### src/hw/rtl/palindromic_substring_counter_core_assert.svh
// Assertion helpers used by the palindromic substring counter core.
// Both expect signals named clk and rst in the enclosing scope.
`ifndef PALINDROMIC_SUBSTRING_COUNTER_CORE_ASSERT_SVH
`define PALINDROMIC_SUBSTRING_COUNTER_CORE_ASSERT_SVH

// Same-cycle implication, disabled while in reset.
`define PSC_ASSERT_IMP(lbl, ante, cons, msg) \
  lbl: assert property (@(posedge clk) disable iff (rst) (ante) |-> (cons)) \
    else $error(msg);

// Next-cycle implication, disabled while in reset.
`define PSC_ASSERT_NXT(lbl, ante, cons, msg) \
  lbl: assert property (@(posedge clk) disable iff (rst) (ante) |=> (cons)) \
    else $error(msg);

`endif

### src/hw/rtl/psc_pkg.sv
`timescale 1ns / 1ps
package psc_pkg;

  localparam int SYM_W       = 8;
  localparam int COUNT_W     = 20;
  localparam logic [COUNT_W-1:0] COUNT_MAX = '1;
  localparam int PSC_MAX_LEN = 1024;

  localparam int IN_TDATA_W  = 8;
  localparam int OUT_TDATA_W = 24;

  // What one cell hands to its downstream neighbors.
  typedef struct packed {
    logic [SYM_W-1:0] sym;  // symbol held (history tap)
    logic             hv;   // tap holds a real symbol of this string
    logic             pal;  // palindrome of this cell's length ended last symbol
  } psc_link_t;

  // Per-word sideband traveling alongside the popcount tree.
  typedef struct packed {
    logic valid;
    logic last;
    logic ovf;
  } psc_tok_t;

endpackage

### src/hw/rtl/psc_cell.sv
`timescale 1ns / 1ps
// One length slot: history tap i and the "palindrome of length i+1" bit.
module psc_cell import psc_pkg::*; (
  input  logic             clk,
  input  logic             rst,
  input  logic             en,
  input  logic             restart,
  input  logic [SYM_W-1:0] symbol,
  input  psc_link_t        prev,   // from cell i-1
  input  psc_link_t        prev2,  // from cell i-2 (pal only)
  output psc_link_t        link,
  output logic             pal_q
);

  logic [SYM_W-1:0] hist;
  logic             hv;
  logic             pal_next;

  // length L+2 palindrome: length L ended before and outer symbols match
  assign pal_next = prev2.pal && prev.hv && (prev.sym == symbol);

  always_ff @(posedge clk) begin
    if (rst) begin
      hv    <= 1'b0;
      pal_q <= 1'b0;
    end else if (en) begin
      hv    <= prev.hv;
      pal_q <= pal_next;
    end
  end

  always_ff @(posedge clk) begin
    if (en) begin
      hist <= prev.sym;
    end
  end

  // after a final symbol the old string reads as cleared
  assign link.sym = hist;
  assign link.hv  = hv && !restart;
  assign link.pal = pal_q && !restart;

endmodule

### config.mk
export PLATFORM = sky130hd
export DESIGN_NAME = psc_cell
export DESIGN_NICKNAME = d
export VERILOG_FILES = /design/src/hw/rtl/palindromic_substring_counter_core_assert.svh /design/src/hw/rtl/psc_pkg.sv /design/src/hw/rtl/psc_cell.sv
export SDC_FILE = /design/constraint.sdc
export NUM_CORES = 1
export LEC_CHECK = 0
export BUFFER_PORTS_ARGS = -buffer_cell sky130_fd_sc_hd__buf_4
export CAP_MARGIN = 15
export CORE_AREA = 2 2 39 41
export CTS_BUF_LIST = sky130_fd_sc_hd__clkbuf_8
export DETAILED_ROUTE_END_ITERATION = 16
export DIE_AREA = 0 0 41 43
export GPL_ROUTABILITY_DRIVEN = 1
export GPL_TIMING_DRIVEN = 0
export PLACE_DENSITY = 0.72
export SETUP_SLACK_MARGIN = 0.3
export SLEW_MARGIN = 20
export SYNTH_ARGS = -nofsm -noshare
export SYNTH_HDL_FRONTEND = slang
export SYNTH_SLANG_ARGS = --single-unit
### constraint.sdc
create_clock -name clk -period 0.98 [get_ports clk]
set_clock_uncertainty 0.05 [all_clocks]
set_input_delay 0.147 -clock clk [delete_from_list [all_inputs] [get_ports clk]]
set_output_delay 0.147 -clock clk [all_outputs]
set_load 0.03 [all_outputs]
==> impl_metrics.json <==
{
  "ys_top_cells_by_count": "8 x edfxtp_1, 6 x xor2_1, 2 x dfxtp_1, 2 x nor2b_1, 2 x xnor2_1",
  "slew_violations": 0,
  "ant_nets": 0,
  "clkLatencyLatePin_ns": 0.24,
  "busiest_layer": "met2",
  "die_area_mm2": 0.00176,
  "synthTopCellsByArea": "edfxtp_1 58%, xor2_1 13%, dfxtp_1 9.7%, xnor2_1 4.2%, nor2b_1 3.0%",
  "drive_above_1_share_pct": 67.2,
  "slowest_stage": "dfxtp_4",
  "num_io_pins": 43,
  "io_buffers": 32,
  "max-vdd-ir-drop_v": 0.000675,
  "grt_usage_pct": 13.8,
  "maxCapViolations": 0,
  "cp-end-kind": "output pin",
  "synth_edf_count": 8,
  "synthMuxAreaShare_pct": 2.42,
  "met1_usage_pct": 15.6,
  "ys_types": 13,
  "final_util_pct": 59.8,
  "postSynth.asyncResetShare_pct": 0,
  "setup_slack_ns": -0.0560,
  "setup_violations": 3,
  "crit_chain": "nor2b_4 -> buf_6",
  "die_y_um": 43,
  "clkTransAtPathRegs_ns": 0.05,
  "power_density_mw_per_mm2": 1550,
  "synth_compound_area_share_pct": 1.21,
  "dpl.hpwl_um": 741,
  "tightest_slew_ns": 0.231,
  "core_area_mm2": 0.00138,
  "grt_overflow_total": 0,
  "dpl_cell_area_um2": 694,
  "grt_max_degree": 12,
  "nFillCells": 114,
  "outcome": "finished, violations left",
  "synthesis.area_um2": 414,
  "post-place-ws_ns": -0.0858,
  "rows": 14,
  "hold_path_end": "hv$_SDFFE_PP0P_",
  "fin_area_um2": 827,
  "synth_warnings": 0,
  "min_period_ns": 1.04,
  "finalHoldViolations": 0,
  "synth_most_common_cell": "edfxtp_1",
  "max_stage_delay_ns": 0.34,
  "dieWidth_um": 41,
  "global_route.usage.met2_pct": 21.3,
  "synth_nets": 60,
  "avgViaCountPerCell": 4.39,
  "synth_area_leader_cell": "edfxtp_1",
  "postSynthAreaPerCell_um2": 14.8,
  "worstSetupPathType": "register to output pin",
  "synth-seq-cells": 10,
  "antenna_found_initial": 0,
  "grt_pass1_vias": 351,
  "leakagePower_nw": 0.350,
  "critical_path_required_ns": 0.78,
  "reg2reg_slack_ns": 0.35,
  "relSlewSlack_pct": 84.6,
  "diodes": 0,
  "hold_path_depth": 2,
  "period_share_pct": 106,
  "rsz0062_at_grt": "true",
  "clk_path_buf_depth": 2,
  "reg2reg_to": "pal_q$_SDFFE_PP0P_",
  "vias": 351,
  "crit_fanout": 3,
  "gp_congestion": 0.606,
  "areaGrowthSynthToFinish_pct": 99.7,
  "critPathLaunchType": "register",
  "timing.rr.start": "pal_q$_SDFFE_PP0P_",
  "netlist_instances": 28,
  "wl_per_cell_um": 12.4,
  "startpoint": "pal_q$_SDFFE_PP0P_",
  "synth_top_family_by_area": "XOR/XNOR gates",
  "worstPathArrival_ns": 0.84,
  "violations": "negative setup slack",
  "max_freq_mhz": 965,
  "cts_buffers": 3,
  "hp-class": "primary input to register",
  "synth_top_cell_area_share_pct": 58.0,
  "drc": 0,
  "hold_path.startpoint": "rst",
  "clkSinkCount": 10,
  "cts-root-buf": "clkbuf_8",
  "finalWirelength_um": 994,
  "grt_first_pass_wirelength_um": 1520,
  "nets": 97,
  "synth_flop_cell": "edfxtp_1",
  "cts.htree.levels": 1,
  "reg2regPathDepth": 2,
  "synth_adder_area_share_pct": 0,
  "cts_tree": "yes",
  "ys_seq_area_share_pct": 67.7,
  "start_util_pct": 29.9,
  "first_iter_violations": 2,
  "drt_first_pass_iters": 2,
  "grt_util_met3_pct": 3.14,
  "synth-simple-area-share_pct": 11.8,
  "synth_xor_area_share_pct": 16.9
}
==> worst max-delay path: cells and delay by family (launching register included) <==
family / cells / cell delay, ns
DFF: 1 / 0.34
and+or+nand+nor: 1 / 0.13
buffers and inverters: 1 / 0.13
==> area by class of cell <==
type / count / area [um2] / share of cell area [%]
Timing Repair Buffer: 32 / 297 / 35.9
Sequential cell: 10 / 285 / 34.5
Multi-Input combinational cell: 18 / 170 / 20.6
Clock buffer: 4 / 55.1 / 6.66
Tap cell: 16 / 20.0 / 2.42
==> layer usage <==
layer,up-vias,wire length [um],share of wire [%]
met3,2,73,7.3
met2,16,540,54
met1,162,364,37
met5,-,0,0
met4,0,16,1.6
li1,171,-,-
==> state kept, by name (all words and copies together), names as in the netlist <==
register / flops
hist: 8
hv: 1
pal_q: 1
==> layout by cell type, fill, tap and decap left out, types with 2 or more instances in the layout <==
master / instances
xor2_1: 4
edfxtp_1: 8
buf_4: 19
buf_8: 2
buf_6: 11
xor2_2: 2
clkbuf_8: 4
nor2b_4: 2
xnor2_1: 2
==> stage by stage <==
step	total power, mW	setup TNS, ns	hold WS [ns]	instances
2_1_floorplan	0.598	0	0.162	28
5_1_grt	1.33	-0.224	0.0223	80
6_report	1.28	-0.0944	0.0173	80
3_5_place_dp	0.727	-0.0858	0.269	76
4_1_cts	1.28	-0.117	0.0166	80
3_3_place_gp	0.723	-0.113	0.265	76
==> how the worst max path moves through the flow <==
stage	slack, ns	cells past startpoint	endpoint
after floorplan	0.15	1	link[0]
after global placement	-0.11	5	pal_q$_SDFFE_PP0P_
after detailed placement	-0.09	5	pal_q$_SDFFE_PP0P_
after CTS	-0.06	2	link[0]
after global routing	-0.08	2	link[0]
final	-0.06	2	link[0]
==> cells by family (layout without fill, tap and decap cells) <==
group	after synthesis	after routing
flip-flops	10	10
multiplexers	1	1
XOR/XNOR	8	8
AO/OA/AOI/OAI	1	1
buffers and inverters	0	36
AND/OR/NAND/NOR	8	8
==> power breakdown <==
part | internal, mW | switching (mW) | total (mW)
logic | 0.137 | 0.118 | 0.254
registers | 0.490 | 0.0130 | 0.503
clock network | 0.354 | 0.169 | 0.522
==> repair_timing <==
action	4_1_cts	5_1_grt
hold buffers	0	0
setup buffers	0	0
gates resized for setup	15	4
endpoints found under the setup margin	12	12
pin swaps	3	2
(Power assumes the default switching activity.)
